**src/rtl/core/assert_macros.svh**
```systemverilog
// assertion helpers shared by the rtl
`ifndef ASSERT_MACROS_SVH
`define ASSERT_MACROS_SVH

`ifndef ASSERT_OFF

// property must hold at every clock edge out of reset
`define ASSERT_PROP(lbl, clk, rstn, prop, msg) \
  lbl: assert property (@(posedge clk) disable iff (!rstn) prop) else $error(msg);

// condition must never be seen at a clock edge out of reset
`define ASSERT_NEVER(lbl, clk, rstn, cond, msg) \
  lbl: assert property (@(posedge clk) disable iff (!rstn) !(cond)) else $error(msg);

`else

`define ASSERT_PROP(lbl, clk, rstn, prop, msg)
`define ASSERT_NEVER(lbl, clk, rstn, cond, msg)

`endif

`endif

```
**src/rtl/core/encspd_pkg.sv**
```systemverilog
`timescale 1ns / 1ps
`default_nettype none

package encspd_pkg;

  // default field widths
  localparam int POSITION_BITS_DEF = 12;
  localparam int CAPTURE_BITS_DEF  = 16;

  // configuration port
  localparam int CFG_IDX_W  = 3;
  localparam int CFG_DATA_W = 16;

  localparam logic [CFG_IDX_W-1:0] REG_ENCODER_COUNTS   = 3'd0;
  localparam logic [CFG_IDX_W-1:0] REG_MOTOR_PP         = 3'd1;
  localparam logic [CFG_IDX_W-1:0] REG_ANGLE_OFFSET     = 3'd2;
  localparam logic [CFG_IDX_W-1:0] REG_DECIMATION_LIMIT = 3'd3;
  localparam logic [CFG_IDX_W-1:0] REG_FILTER_GAIN_NEW  = 3'd4;
  localparam logic [CFG_IDX_W-1:0] REG_FILTER_GAIN_OLD  = 3'd5;

  // register widths
  localparam int ENC_COUNTS_W = 13;
  localparam int MOTOR_PP_W   = 5;
  localparam int ANGLE_W      = 16;
  localparam int DEC_LIMIT_W  = 16;
  localparam int GAIN_W       = 15;

  // register reset values
  localparam logic [ENC_COUNTS_W-1:0] ENC_COUNTS_RST = 13'd4000;
  localparam logic [MOTOR_PP_W-1:0]   MOTOR_PP_RST   = 5'd2;
  localparam logic [ANGLE_W-1:0]      ANGLE_OFS_RST  = 16'd24940;
  localparam logic [DEC_LIMIT_W-1:0]  DEC_LIMIT_RST  = 16'd9;
  localparam logic [GAIN_W-1:0]       GAIN_NEW_RST   = 15'd3277;
  localparam logic [GAIN_W-1:0]       GAIN_OLD_RST   = 15'd29491;

  // speed arithmetic
  localparam int SPEED_W      = 25;
  localparam int S25_MAX      = 16777215;
  localparam int S25_MIN      = -16777216;
  localparam int RPM_PER_CNT  = 15;
  localparam int WE_GAIN_Q20  = 219609;   // 0.20944 in q20
  localparam int WE_GAIN_W    = 18;
  localparam int WE_SHIFT     = 20;
  localparam int WRAP_HI_CNT  = 500;
  localparam int WRAP_LO_CNT  = -3500;
  localparam int POS_TOTAL_W  = 27;       // integer plus fraction bits of a position

  // result packing: angle, dir, update, speed, electrical speed
  localparam int OUT_FIELDS_W = ANGLE_W + 2 + 2 * SPEED_W;
  localparam int OUT_DATA_W   = ((OUT_FIELDS_W + 7) / 8) * 8;

endpackage

`default_nettype wire

```
**src/rtl/core/encoder_angle_speed_estimator.sv**
```systemverilog
// Encoder angle and speed estimator.
// s_axis carries one transaction per control tick: the latched position count,
// direction and capture timer/period. m_axis returns one transaction per tick
// with the electrical angle, the direction copy, the speed update flag, the
// filtered mechanical speed and the electrical speed. The cfg channel writes
// the six registers by index and is always ready; write it only while idle.
// One shift/add unit does all the work under a small sequencer, so the block
// takes one tick at a time and drops s_axis_tready while busy.
// Angle: restoring division of count*pp*2^16 by encoder_counts, one
// quotient bit per cycle, between the accept and the handoff steps.
// Speed ticks add the timer/period division (skipped when the period is
// zero or the timer has run out), three serial multiplies and five further
// steps: new position, difference, wrap correction and the two saturations.
// The result sits in an output register: if m_axis stalls, the next tick is
// still accepted and worked on, and it waits in its last state until the
// register frees up. Reset restores the register defaults and clears the tick
// counter, the stored position and the filter state.
`timescale 1ns / 1ps
`default_nettype none

`include "assert_macros.svh"

module encoder_angle_speed_estimator #(
  parameter int POSITION_BITS = encspd_pkg::POSITION_BITS_DEF,
  parameter int CAPTURE_BITS  = encspd_pkg::CAPTURE_BITS_DEF
) (
  input  wire logic                                  clk_i,
  input  wire logic                                  rst_ni,
  // config write channel
  input  wire logic                                  cfg_valid_i,
  output logic                                       cfg_ready_o,
  input  wire logic [encspd_pkg::CFG_IDX_W-1:0]      cfg_index_i,
  input  wire logic [encspd_pkg::CFG_DATA_W-1:0]     cfg_data_i,
  // tick input stream
  input  wire logic                                  s_axis_tvalid,
  output logic                                       s_axis_tready,
  // low to high: position_count, direction, capture_timer, capture_period
  input  wire logic [((POSITION_BITS+1+2*CAPTURE_BITS+7)/8)*8-1:0] s_axis_tdata,
  // result stream
  output logic                                       m_axis_tvalid,
  input  wire logic                                  m_axis_tready,
  // low to high: elec_angle, dir_copy, speed_update, speed_filtered,
  // speed_electrical
  output logic [encspd_pkg::OUT_DATA_W-1:0]          m_axis_tdata
);

  localparam int FRAC_BITS = encspd_pkg::POS_TOTAL_W - POSITION_BITS;
  localparam int NW  = POSITION_BITS + encspd_pkg::MOTOR_PP_W + encspd_pkg::ANGLE_W;
  localparam int CW  = $clog2(NW + 1);
  localparam int PW  = encspd_pkg::POS_TOTAL_W + 1;
  localparam int NPW = encspd_pkg::ENC_COUNTS_W + FRAC_BITS;
  localparam int DW  = ((NPW > PW) ? NPW : PW) + 2;
  localparam int MW  = encspd_pkg::GAIN_W + 4;
  localparam int AW0 = ((MW + DW) > (FRAC_BITS + 32)) ? (MW + DW) : (FRAC_BITS + 32);
  localparam int AW  = AW0 + 1;
  localparam int SW  = encspd_pkg::SPEED_W;
  localparam int EW  = encspd_pkg::ENC_COUNTS_W;
  localparam int RAW = encspd_pkg::ENC_COUNTS_W + 1;
  localparam int QW  = encspd_pkg::ANGLE_W;
  localparam int PROD_W = POSITION_BITS + encspd_pkg::MOTOR_PP_W;

  localparam logic signed [DW-1:0] WRAP_HI =
    DW'(encspd_pkg::WRAP_HI_CNT * (1 << FRAC_BITS));
  localparam logic signed [DW-1:0] WRAP_LO =
    DW'(encspd_pkg::WRAP_LO_CNT * (1 << FRAC_BITS));
  localparam logic signed [AW-1:0] SAT_MAX = AW'(encspd_pkg::S25_MAX);
  localparam logic signed [AW-1:0] SAT_MIN = AW'(encspd_pkg::S25_MIN);

  localparam logic [3:0] ST_IDLE = 4'd0;
  localparam logic [3:0] ST_ADIV = 4'd1;
  localparam logic [3:0] ST_FDIV = 4'd2;
  localparam logic [3:0] ST_NPOS = 4'd3;
  localparam logic [3:0] ST_DIFF = 4'd4;
  localparam logic [3:0] ST_CORR = 4'd5;
  localparam logic [3:0] ST_MUL1 = 4'd6;
  localparam logic [3:0] ST_MUL2 = 4'd7;
  localparam logic [3:0] ST_FSAT = 4'd8;
  localparam logic [3:0] ST_MUL3 = 4'd9;
  localparam logic [3:0] ST_WSAT = 4'd10;
  localparam logic [3:0] ST_DONE = 4'd11;

  function automatic logic signed [SW-1:0] sat25(input logic signed [AW-1:0] v);
    logic signed [SW-1:0] r;
    if (v > SAT_MAX) begin
      r = SW'(encspd_pkg::S25_MAX);
    end else if (v < SAT_MIN) begin
      r = SW'(encspd_pkg::S25_MIN);
    end else begin
      r = v[SW-1:0];
    end
    return r;
  endfunction

  // configuration registers
  logic [EW-1:0]                         enc_counts_q;
  logic [encspd_pkg::MOTOR_PP_W-1:0]     motor_pp_q;
  logic [encspd_pkg::ANGLE_W-1:0]        angle_ofs_q;
  logic [encspd_pkg::DEC_LIMIT_W-1:0]    dec_limit_q;
  logic [encspd_pkg::GAIN_W-1:0]         gain_new_q;
  logic [encspd_pkg::GAIN_W-1:0]         gain_old_q;

  // control and persistent state
  logic [3:0]                            state_q, state_d;
  logic [CW-1:0]                         cnt_q, cnt_d;
  logic [encspd_pkg::DEC_LIMIT_W-1:0]    tick_q, tick_d;
  logic                                  upd_q, upd_d;
  logic [PW-1:0]                         prev_q, prev_d;
  logic signed [SW-1:0]                  fs_q, fs_d;
  logic signed [SW-1:0]                  we_q, we_d;
  logic                                  m_valid_q, m_valid_d;

  // working registers
  logic [POSITION_BITS-1:0]              count_q, count_d;
  logic                                  dir_q, dir_d;
  logic [CAPTURE_BITS-1:0]               timer_q, timer_d;
  logic [CAPTURE_BITS-1:0]               period_q, period_d;
  logic [NW-1:0]                         num_q, num_d;
  logic [EW-1:0]                         rema_q, rema_d;
  logic [QW-1:0]                         quo_q, quo_d;
  logic [CAPTURE_BITS-1:0]               remf_q, remf_d;
  logic [FRAC_BITS:0]                    frac_q, frac_d;
  logic [PW-1:0]                         newpos_q, newpos_d;
  logic signed [DW-1:0]                  diff_q, diff_d;
  logic signed [AW-1:0]                  acc_q, acc_d;
  logic signed [AW-1:0]                  mcand_q, mcand_d;
  logic [MW-1:0]                         mult_q, mult_d;
  logic [encspd_pkg::OUT_DATA_W-1:0]     m_data_q, m_data_d;

  // shared adder
  logic [AW-1:0]                         opa, opb, sum;
  logic                                  cin;
  logic                                  ge;

  logic                                  s_fire;
  logic [RAW-1:0]                        r2a;
  logic [CAPTURE_BITS:0]                 r2f;
  logic [AW-1:0]                         nshift;
  logic                                  wrap_hi, wrap_lo;
  logic [PROD_W-1:0]                     prod;
  logic [QW-1:0]                         mech;
  logic [QW-1:0]                         angle;
  logic                                  last;
  logic signed [SW-1:0]                  fs_new;

  assign cfg_ready_o   = 1'b1;
  assign s_axis_tready = (state_q == ST_IDLE);
  assign s_fire        = s_axis_tvalid && s_axis_tready;
  assign m_axis_tvalid = m_valid_q;
  assign m_axis_tdata  = m_data_q;

  assign r2a     = {rema_q, num_q[NW-1]};
  assign r2f     = {remf_q, 1'b0};
  assign nshift  = AW'(enc_counts_q) << FRAC_BITS;
  assign wrap_hi = diff_q > WRAP_HI;
  assign wrap_lo = diff_q < WRAP_LO;
  assign prod    = PROD_W'(s_axis_tdata[POSITION_BITS-1:0]) * PROD_W'(motor_pp_q);
  assign mech    = (enc_counts_q == '0) ? '0 : quo_q;
  assign angle   = mech + angle_ofs_q;
  assign last    = (cnt_q == '0);
  assign fs_new  = sat25(acc_q >>> (FRAC_BITS + 7));

  // operand selection for the shared adder
  always_comb begin
    opa = '0;
    opb = '0;
    cin = 1'b0;
    case (state_q)
      ST_ADIV: begin
        opa = AW'(r2a);
        opb = ~AW'(enc_counts_q);
        cin = 1'b1;
      end
      ST_FDIV: begin
        opa = AW'(r2f);
        opb = ~AW'(period_q);
        cin = 1'b1;
      end
      ST_NPOS: begin
        opa = AW'(count_q) << FRAC_BITS;
        opb = AW'(frac_q);
      end
      ST_DIFF: begin
        opa = AW'(newpos_q);
        opb = ~AW'(prev_q);
        cin = 1'b1;
      end
      ST_CORR: begin
        opa = AW'(diff_q);
        opb = wrap_hi ? ~nshift : nshift;
        cin = wrap_hi;
      end
      ST_MUL1, ST_MUL2, ST_MUL3: begin
        opa = acc_q;
        opb = mult_q[0] ? mcand_q : '0;
      end
      default: begin
        opa = '0;
      end
    endcase
  end

  assign sum = opa + opb + AW'(cin);
  assign ge  = !sum[AW-1];

  always_comb begin
    state_d   = state_q;
    cnt_d     = cnt_q;
    tick_d    = tick_q;
    upd_d     = upd_q;
    prev_d    = prev_q;
    fs_d      = fs_q;
    we_d      = we_q;
    count_d   = count_q;
    dir_d     = dir_q;
    timer_d   = timer_q;
    period_d  = period_q;
    num_d     = num_q;
    rema_d    = rema_q;
    quo_d     = quo_q;
    remf_d    = remf_q;
    frac_d    = frac_q;
    newpos_d  = newpos_q;
    diff_d    = diff_q;
    acc_d     = acc_q;
    mcand_d   = mcand_q;
    mult_d    = mult_q;
    m_data_d  = m_data_q;
    m_valid_d = m_valid_q && !m_axis_tready;

    case (state_q)
      ST_IDLE: begin
        if (s_fire) begin
          count_d  = s_axis_tdata[POSITION_BITS-1:0];
          dir_d    = s_axis_tdata[POSITION_BITS];
          timer_d  = s_axis_tdata[POSITION_BITS+1 +: CAPTURE_BITS];
          period_d = s_axis_tdata[POSITION_BITS+1+CAPTURE_BITS +: CAPTURE_BITS];
          num_d    = {prod, {encspd_pkg::ANGLE_W{1'b0}}};
          rema_d   = '0;
          quo_d    = '0;
          cnt_d    = CW'(NW - 1);
          if (tick_q < dec_limit_q) begin
            tick_d = tick_q + 1'b1;
            upd_d  = 1'b0;
          end else begin
            tick_d = '0;
            upd_d  = 1'b1;
          end
          state_d = ST_ADIV;
        end
      end
      ST_ADIV: begin
        rema_d = ge ? sum[EW-1:0] : r2a[EW-1:0];
        quo_d  = {quo_q[QW-2:0], ge};
        num_d  = num_q << 1;
        cnt_d  = cnt_q - 1'b1;
        if (last) begin
          frac_d = '0;
          if (!upd_q) begin
            state_d = ST_DONE;
          end else if (period_q == '0) begin
            state_d = ST_NPOS;
          end else if (timer_q >= period_q) begin
            // timer ran out: a full count
            frac_d  = (FRAC_BITS + 1)'(1) << FRAC_BITS;
            state_d = ST_NPOS;
          end else begin
            remf_d  = timer_q;
            cnt_d   = CW'(FRAC_BITS - 1);
            state_d = ST_FDIV;
          end
        end
      end
      ST_FDIV: begin
        remf_d = ge ? sum[CAPTURE_BITS-1:0] : r2f[CAPTURE_BITS-1:0];
        frac_d = {frac_q[FRAC_BITS-1:0], ge};
        cnt_d  = cnt_q - 1'b1;
        if (last) begin
          state_d = ST_NPOS;
        end
      end
      ST_NPOS: begin
        newpos_d = sum[PW-1:0];
        state_d  = ST_DIFF;
      end
      ST_DIFF: begin
        diff_d  = sum[DW-1:0];
        prev_d  = newpos_q;
        state_d = ST_CORR;
      end
      ST_CORR: begin
        // unwrap across the turn boundary
        if (wrap_hi || wrap_lo) begin
          diff_d = sum[DW-1:0];
        end
        mcand_d = AW'(diff_d);
        mult_d  = (MW'(gain_new_q) << 4) - MW'(gain_new_q);
        acc_d   = AW'(1) <<< (FRAC_BITS + 6);
        cnt_d   = CW'(MW - 1);
        state_d = ST_MUL1;
      end
      ST_MUL1, ST_MUL2, ST_MUL3: begin
        acc_d   = sum;
        mcand_d = mcand_q <<< 1;
        mult_d  = mult_q >> 1;
        cnt_d   = cnt_q - 1'b1;
        if (last) begin
          case (state_q)
            ST_MUL1: begin
              mcand_d = AW'(fs_q) <<< (FRAC_BITS - 8);
              mult_d  = MW'(gain_old_q);
              cnt_d   = CW'(encspd_pkg::GAIN_W - 1);
              state_d = ST_MUL2;
            end
            ST_MUL2: begin
              state_d = ST_FSAT;
            end
            default: begin
              state_d = ST_WSAT;
            end
          endcase
        end
      end
      ST_FSAT: begin
        fs_d    = fs_new;
        mcand_d = AW'(fs_new);
        mult_d  = MW'(encspd_pkg::WE_GAIN_Q20);
        acc_d   = AW'(1) <<< (encspd_pkg::WE_SHIFT - 1);
        cnt_d   = CW'(encspd_pkg::WE_GAIN_W - 1);
        state_d = ST_MUL3;
      end
      ST_WSAT: begin
        we_d    = sat25(acc_q >>> encspd_pkg::WE_SHIFT);
        state_d = ST_DONE;
      end
      ST_DONE: begin
        if (!m_valid_q || m_axis_tready) begin
          m_data_d  = encspd_pkg::OUT_DATA_W'({we_q, fs_q, upd_q, dir_q, angle});
          m_valid_d = 1'b1;
          state_d   = ST_IDLE;
        end
      end
      default: begin
        state_d = ST_IDLE;
      end
    endcase
  end

  // configuration writes
  always_ff @(posedge clk_i or negedge rst_ni) begin
    if (!rst_ni) begin
      enc_counts_q <= encspd_pkg::ENC_COUNTS_RST;
      motor_pp_q   <= encspd_pkg::MOTOR_PP_RST;
      angle_ofs_q  <= encspd_pkg::ANGLE_OFS_RST;
      dec_limit_q  <= encspd_pkg::DEC_LIMIT_RST;
      gain_new_q   <= encspd_pkg::GAIN_NEW_RST;
      gain_old_q   <= encspd_pkg::GAIN_OLD_RST;
    end else if (cfg_valid_i && cfg_ready_o) begin
      case (cfg_index_i)
        encspd_pkg::REG_ENCODER_COUNTS:   enc_counts_q <= cfg_data_i[EW-1:0];
        encspd_pkg::REG_MOTOR_PP:
          motor_pp_q <= cfg_data_i[encspd_pkg::MOTOR_PP_W-1:0];
        encspd_pkg::REG_ANGLE_OFFSET:     angle_ofs_q  <= cfg_data_i;
        encspd_pkg::REG_DECIMATION_LIMIT: dec_limit_q  <= cfg_data_i;
        encspd_pkg::REG_FILTER_GAIN_NEW:
          gain_new_q <= cfg_data_i[encspd_pkg::GAIN_W-1:0];
        encspd_pkg::REG_FILTER_GAIN_OLD:
          gain_old_q <= cfg_data_i[encspd_pkg::GAIN_W-1:0];
        default: begin
        end
      endcase
    end
  end

  always_ff @(posedge clk_i or negedge rst_ni) begin
    if (!rst_ni) begin
      state_q   <= ST_IDLE;
      cnt_q     <= '0;
      tick_q    <= '0;
      upd_q     <= 1'b0;
      prev_q    <= '0;
      fs_q      <= '0;
      we_q      <= '0;
      m_valid_q <= 1'b0;
    end else begin
      state_q   <= state_d;
      cnt_q     <= cnt_d;
      tick_q    <= tick_d;
      upd_q     <= upd_d;
      prev_q    <= prev_d;
      fs_q      <= fs_d;
      we_q      <= we_d;
      m_valid_q <= m_valid_d;
    end
  end

  always_ff @(posedge clk_i) begin
    count_q  <= count_d;
    dir_q    <= dir_d;
    timer_q  <= timer_d;
    period_q <= period_d;
    num_q    <= num_d;
    rema_q   <= rema_d;
    quo_q    <= quo_d;
    remf_q   <= remf_d;
    frac_q   <= frac_d;
    newpos_q <= newpos_d;
    diff_q   <= diff_d;
    acc_q    <= acc_d;
    mcand_q  <= mcand_d;
    mult_q   <= mult_d;
    m_data_q <= m_data_d;
  end

  `ASSERT_PROP(a_accept_starts_div, clk_i, rst_ni,
    (s_fire |=> state_q == ST_ADIV), "accepted tick did not start the angle division")

  `ASSERT_NEVER(a_speed_only_on_update, clk_i, rst_ni,
    ((state_q == ST_FDIV || state_q == ST_NPOS || state_q == ST_MUL1) && !upd_q),
    "speed path entered on a tick without update")

  `ASSERT_NEVER(a_div_count_bound, clk_i, rst_ni,
    (state_q == ST_ADIV && cnt_q >= CW'(NW)), "angle division ran past its bit count")

  `ASSERT_PROP(a_done_frees_output, clk_i, rst_ni,
    ((state_q == ST_DONE && (!m_valid_q || m_axis_tready)) |=> m_valid_q && state_q == ST_IDLE),
    "finished tick was not handed to the output register")

endmodule

`default_nettype wire
```
**config.mk**
```make
export PLATFORM = sky130hd
export DESIGN_NAME = encoder_angle_speed_estimator
export DESIGN_NICKNAME = d
export VERILOG_FILES = /design/src/rtl/core/encspd_pkg.sv /design/src/rtl/core/encoder_angle_speed_estimator.sv
export VERILOG_INCLUDE_DIRS = /design/src /design/src/rtl/core
export SDC_FILE = /design/constraint.sdc
export NUM_CORES = 1
export LEC_CHECK = 0
export BUFFER_PORTS_ARGS = -buffer_cell sky130_fd_sc_hd__buf_2
export CAP_MARGIN = 10
export CORE_ASPECT_RATIO = 0.6
export CORE_MARGIN = 3
export CORE_UTILIZATION = 47
export CTS_BUF_LIST = sky130_fd_sc_hd__clkbuf_2 sky130_fd_sc_hd__clkbuf_4 sky130_fd_sc_hd__clkbuf_8
export DETAILED_ROUTE_END_ITERATION = 6
export PLACE_DENSITY = 0.7
export SLEW_MARGIN = 0
export SYNTH_ARGS = -nofsm -noshare
export SYNTH_HDL_FRONTEND = slang
export SYNTH_SLANG_ARGS = --single-unit
```
**constraint.sdc**
```tcl
create_clock -name clk_i -period 7.3 [get_ports clk_i]
set_clock_uncertainty 0.2 [all_clocks]
set_input_delay 0.365 -clock clk_i [delete_from_list [all_inputs] [get_ports clk_i]]
set_output_delay 0.365 -clock clk_i [all_outputs]
set_load 0.02 [all_outputs]
```
==> results.md, run 1 <==
- Net count reported at finish: 3302
- Die height: 201.6 um
- Yosys top cell by area: edfxtp_1
- Yosys top cell area share: 0.3688
- Synth Area in Compound Gates: 0.1505
- Fin. Hold Viols: 0
- Synth area leaders: edfxtp_1, dfrtp_1, nand2_1
- # fillers: 5473
- I/O pin count: 147
- Kind of critical path: flip-flop to flip-flop
- Crit-path cells: nor4_1 > nand3_1 > o21ai_1 > nand3_1 > inv_1 > nor2_1 > buf_4 > a221oi_1 > fa_1 > inv_1 > fa_1 > a21oi_1 > nand4b_1 > a32oi_1 > o2111ai_1 > a32oi_2 > a21o_2 > a311oi_1 > a211oi_2 > a31oi_1 > xor2_1 > nor2_1
- Pwr Density: 493.5 mW/mm^2
- Dpl cell area: 0.03155 sq mm
- Initial antenna violation count: 5
- GR Util met1: 0.3790
- Multiplexer share of the synthesized area: 0.03153
- Clock buffers created by TritonCTS: 85
- # resized after CTS: 0
- Required @ worst endpoint: 7.51 ns
- Ys flop type: edfxtp_1
- DR pass1 iterations: 6
- RSZ-0062 raised after global routing: no
- Share of cells above drive strength 1: 0.1556
- Register bit count reported by yosys: 554
- CTS tree: built
- Netlist cell types: 80
- Register area share after synthesis: 0.5255
- Antenna-violating nets left: 0
- Synth warnings: 0
- Xor and xnor area share after synthesis: 0.03216
- DR iter-0 viols: 3001
- Max_cap viols: 0
- Worst path slowest cell: nor4_1
- Int Pwr: 9.586 mW
- VDD IR max: 0.0004615 V
- Root Driver: clkbuf_8
- Crit path time final: 6.734 ns
- Busiest grt layer: met2
- Fin crit share: 0.9224
- Setup crit end kind: flip-flop
- Post-synth EDFFs: 368
- Clock Latency Late Sink: 0.70 ns
- Hold_buf cts: 67
- Outcome: completed
- Met2 Use GR: 0.3797
- M3 GR Usage: 0.07336
- Chip width: 332.0 um
- Via-to-Cell Ratio: 6.016
- Net Sw Frac: 0.4306
- Power, Total: 16.83 mW
- Combinational fraction of design power: 0.478
- Worst hold path class: primary input to asynchronous set/reset pin
- Asr flop ratio synth: 0.3357
- Endpoints failing setup: 0
- CTS sink cnt: 554
- Row count: 71
- Clock share of power: 0.168
- Clk buf depth: 3
- Mean Syn Cell Area: 10.44 sq um
- Core footprint: 0.06290 sq mm
- Crit path launch type: flip-flop
- Remaining DRCs: 0
- Full die area: 0.06691 sq mm
- Setup bufs post-CTS: 0
- Non-Filler Instances: 3978
- Simple-gate share of the synthesized area: 0.1436
- Total Routing Usage GR: 0.2609
- Most common cell in the netlist: nand2_1
- H-tree level count: 3
- Reg power frac: 0.354
- Total grt overflow: 0
- Initial cell density of the core: 0.4764
- P_leak: 14.77 nW
- Dpl hpwl: 61780 um
- Synth Instances: 2870
- CP Data Arrival Time: 6.95 ns
- Drt total wl: 87930 um
- WL/cell: 22.10 um
- Layout overhead on the synthesized area: 13.85%
- Max FO, Critical Path: 15
- Net load switching power: 7.248 mW
- Post-route cell area: 0.03411 sq mm
- Via count: 23930
- Max Clock Freq: 0.1485 GHz
- Slew headroom: 0.2375
- Number of global-route vias before repair: 23430
- Synth cell count leaders: nand2_1, edfxtp_1, o21ai_0, nor2_1, a21oi_1
- Synthesized area: 0.02996 sq mm
- Crit-path max cell delay: 0.61 ns
- Worst slew pin tran: 1.128 ns
- Gp weighted congestion: 0.9707
- Final count of pins violating max slew: 0
- Final setup TNS: 0 ns
- First-pass GRT wire length: 135900 um
- Adder-Cell Fraction of Synth Area: 0.07759
- Largest net degree at the start of global routing: 80
- Clock Pin Slew Worst Setup and Hold Paths: 0.07 ns
- Placed insts: 3746
- Port Buffers: 138
- Min Hold Slack: 0.0003366 ns
- Main combinational cell family by area after synthesis: compound AO/OA/AOI/OAI gates
==> registers in the layout (all words and copies together), names as in the netlist, 17 cells and up <==
register and cells:
m_axis_tdata 68, acc_q 50, mcand_q 50, diff_q 30
newpos_q 28, prev_q 28, fs_q 25, we_q 25
mult_q 19, num_q 17
==> power groups by stage <==
stage               registers [mW]  logic, mW  clock network [mW]
floorplan                     5.80       5.65                   0
global placement              5.95       7.55                   0
detailed placement            5.98       7.81                   0
CTS                           5.93       7.89                2.87
global route                  6.06       8.88                3.02
finish                        5.96       8.05                2.82
==> logic make-up after synthesis <==
family / Yosys count
other cells: 2
fa+ha+maj: 166
flops: 554
simple gates: 961
compound gates: 701
buf+inv: 290
mux: 86
xor+xnor: 110
==> per-layer routing <==
layer	share of wire	up-vias
li1	-	10700
met1	0.44	11700
met2	0.42	1336
met3	0.11	194
met4	0.029	2
met5	0.00015	-
==> worst max-delay path: cells and delay by family (launching register included) <==
| kind | cells | cell delay, ns |
|---|---|---|
| adders and majority gates | 2 | 0.71 |
| and+or+nand+nor | 6 | 1.43 |
| AOI/OAI and AO/OA | 10 | 3.00 |
| buffers and inverters | 3 | 0.45 |
| DFF | 1 | 0.44 |
| xor gates and xnor gates | 1 | 0.20 |
==> cell usage in the layout, fill, tap and decap left out, types with 10 or more instances in the layout <==
cell and n:
nand2_1 475, edfxtp_1 368, o21ai_0 207, nor2_1 165, a21oi_1 164, dfrtp_1 154
buf_2 137, inv_1 134, ha_1 133, clkbuf_8 102, a21o_1 92, nand3_1 78
xnor2_1 72, dlygate4sd3_1 68, mux2_2 67, and2_1 58, and3_1 50, buf_4 49
xor2_1 38, clkbuf_4 35, fa_1 33, dfstp_2 32, nand4_1 29, a22oi_1 23
nor3_1 23, a221o_1 20, o2111ai_1 19, mux2i_1 19, o22ai_1 18, nand2b_1 17
o21bai_1 17, o211ai_1 16, nor2b_1 15, o21ai_1 15, a221oi_1 13, nor4_1 12
a222oi_1 11, a31oi_1 10
==> metrics by stage <==
step,setup WS (ns),util
CTS,0.7958,0.5417
finish,0.5661,0.5424
global route,0.2543,0.5423
detailed placement,0.8806,0.5016
floorplan,1.105,-
global placement,0.7832,0.5016
==> final timing paths <==
check,start,endpoint,slack (ns),cells past startpoint
max in group asynchronous,rst_ni,state_q[0]$_DFFE_PN0P_,5.35,3
setup / recovery,diff_q[12]$_DFFE_PP_,acc_q[44]$_DFFE_PP_,0.57,22
min in group clk_i,cfg_index_i[1],motor_pp_q[2]$_DFFE_PN0P_,0.05,3
hold / removal,rst_ni,prev_q[14]$_DFFE_PN0P_,0.0003,2
hold reg to reg,dir_q$_DFFE_PP_,m_axis_tdata[16]$_DFFE_PP_,0.22,0
setup reg to reg,diff_q[12]$_DFFE_PP_,acc_q[44]$_DFFE_PP_,0.57,22
==> cell type report <==
type	instances	area (sq um)	share of cell area
antenna	3	7.507	0.0002201
clock inverter	23	196.4	0.005759
inverter	135	506.7	0.01486
timing repair buffer	259	1810	0.05308
clock buffer	136	1653	0.04845
tap	839	1050	0.03077
sequential	554	15750	0.4616
multi-input combinational	2029	13140	0.3853
No activity file was read; power rests on OpenSTA's default activity.
==> run 2: changes to the inputs <==
Settings changed: CELL_PAD_IN_SITES_DETAIL_PLACEMENT from default to 1, CELL_PAD_IN_SITES_GLOBAL_PLACEMENT from default to 2, CORE_UTILIZATION 47 to 42, CTS_CLUSTER_DIAMETER from default to 100, PLACE_DENSITY 0.7 to 0.88.
==> results.md, run 2 (synthesis results as in run 1) <==
- Outcome: completed
- Pwr Density: 508.3 mW/mm^2
- Setup crit end kind: flip-flop
- Highest-count cells in the layout ignoring fill and taps: nand2_1, edfxtp_1, o21ai_0
- Max Clock Freq: 0.1458 GHz
- Die height: 212.9 um
- Root Driver: clkbuf_8
- Dpl cell area: 0.03172 sq mm
- Clock buffers created by TritonCTS: 90
- Worst slew pin tran: 1.218 ns
- Crit path time final: 6.860 ns
- VDD IR max: 0.0003005 V
- Fin. Hold Viols: 0
- Initial antenna violation count: 8
- Clock Pin Slew Worst Setup and Hold Paths: 0.07 ns
- Total Routing Usage GR: 0.2763
- # fillers: 7619
- Final count of pins violating max slew: 0
- Initial cell density of the core: 0.4263
- Post-route cell area: 0.03440 sq mm
- Gp weighted congestion: 0.9193
- Required @ worst endpoint: 7.51 ns
- Min Hold Slack: 0.004939 ns
- Most common cell after layout, fill and taps aside: nand2_1
- CP Data Arrival Time: 7.07 ns
- First-pass GRT wire length: 156600 um
- Share of cells above drive strength 1: 0.1595
- WL/cell: 25.25 um
- Core footprint: 0.07029 sq mm
- Full die area: 0.07468 sq mm
- Endpoints failing setup: 0
- Max_cap viols: 0
- Slew headroom: 0.1797
- Crit path launch type: flip-flop
- I/O pin count: 147
- Final core utilization: 0.4894
- Total grt overflow: 0
- CTS tree: built
- Drt total wl: 102900 um
- Dpl hpwl: 72760 um
- Via-to-Cell Ratio: 5.948
- Fin crit share: 0.9397
- Layout overhead on the synthesized area: 14.80%
- Clock Latency Late Sink: 0.71 ns
- Port Buffers: 138
- Max FFs per register: 68
- Chip width: 350.8 um
- Worst hold path class: primary input to asynchronous set/reset pin
- DR iter-0 viols: 2393
- CTS sink cnt: 554
- Final setup TNS: 0 ns
- Remaining DRCs: 0
- Via count: 24230
- Kind of critical path: flip-flop to flip-flop
- RSZ-0062 raised after global routing: no
- Clk buf depth: 3
- Max FO, Critical Path: 5
- Number of global-route vias before repair: 25240
- Row count: 75
- Net count reported at finish: 3309
- Antenna-violating nets left: 0
- Largest net degree at the start of global routing: 77
- DR pass1 iterations: 6
- P_leak: 14.85 nW
- H-tree level count: 3
-- run 2: changes by cell type in the layout (fill, tap and decap cells not counted), moves of 3 or more --
| cell | previous run | this run |
|---|---|---|
| buf_12 | 2 | 5 |
| clkbuf_4 | 35 | 27 |
| clkbuf_8 | 102 | 107 |
| clkinv_1 | 6 | 9 |
| clkinv_2 | 9 | 15 |
-- run 2: worst max-delay path, stage by stage (launching register included) --
cell and delay [ns]:
edfxtp_1 0.45, nor4_1 0.73, nand4_1 0.16, o21ai_1 0.41, nand3_1 0.28, inv_1 0.17, nor2_1 0.08, a221oi_1 0.41
fa_1 0.31, inv_1 0.07, fa_1 0.41, a21oi_1 0.23, nand4b_1 0.22, a32oi_1 0.25, o2111ai_1 0.50, a32oi_2 0.35
a21o_2 0.36, a31oi_1 0.18, o21ai_0 0.26, a31oi_1 0.29, xor2_1 0.18, nor2_1 0.06
-- run 2: worst paths after layout --
kind                                      from                         end  slack (ns)  depth (start not counted)
max                        diff_q[0]$_DFFE_PP_         acc_q[42]$_DFFE_PP_        0.44                         21
min                                     rst_ni      prev_q[14]$_DFFE_PN0P_       0.005                          2
max reg2reg                diff_q[0]$_DFFE_PP_         acc_q[42]$_DFFE_PP_        0.44                         21
min reg2reg                we_q[0]$_DFFE_PN0P_  m_axis_tdata[43]$_DFFE_PP_        0.25                          0
max in group asynchronous               rst_ni        fs_q[24]$_DFFE_PN0P_        5.27                          3
min in group clk_i              cfg_index_i[1]   gain_new_q[6]$_DFFE_PN1P_        0.07                          5
-- run 2: routing by layer --
layer  GRT usage  up-vias  part of all wire
met5           0        -           0.00012
met4     0.07471        2             0.024
met3     0.05161      168             0.078
met2      0.4122      918              0.43
met1      0.4124    12430              0.46
li1            -    10710                 -
-- run 2: cell type report --
type | count | area [sq um] | share of cell area
clock buffers | 133 | 1662 | 0.04831
inverters | 135 | 506.7 | 0.01473
flip-flops and latches | 554 | 15750 | 0.4578
well taps | 924 | 1156 | 0.03361
diodes | 2 | 5.005 | 0.0001455
repair buffers | 261 | 1853 | 0.05387
multi-input cells | 2029 | 13160 | 0.3826
clock inverters | 35 | 309.0 | 0.008985
-- run 2: stage by stage --
stage / std cells / setup slack [ns] / total power [mW]
CTS: 4070 / 0.5752 / 17.37
global placement: 3835 / 0.6774 / 13.81
floorplan: 2873 / 1.105 / 11.46
finish: 4073 / 0.4401 / 17.48
global route: 4073 / 0.07753 / 18.61
detailed placement: 3835 / 0.6295 / 14.26
-- run 2: repair_timing --
item                                   in CTS  in global routing
setup endpoints to repair                   0                 10
buffers inserted                            0                  0
hold buffers                               67                  0
endpoints found under the hold margin     189                  0
resized for setup                           0                  1
-- run 2: power breakdown --
| part | leakage (nW) | internal (mW) | switching (mW) |
|---|---|---|---|
| clock | 1.04 | 1.65 | 1.39 |
| sequential | 5.74 | 5.21 | 0.828 |
| combinational | 8.07 | 2.87 | 5.54 |
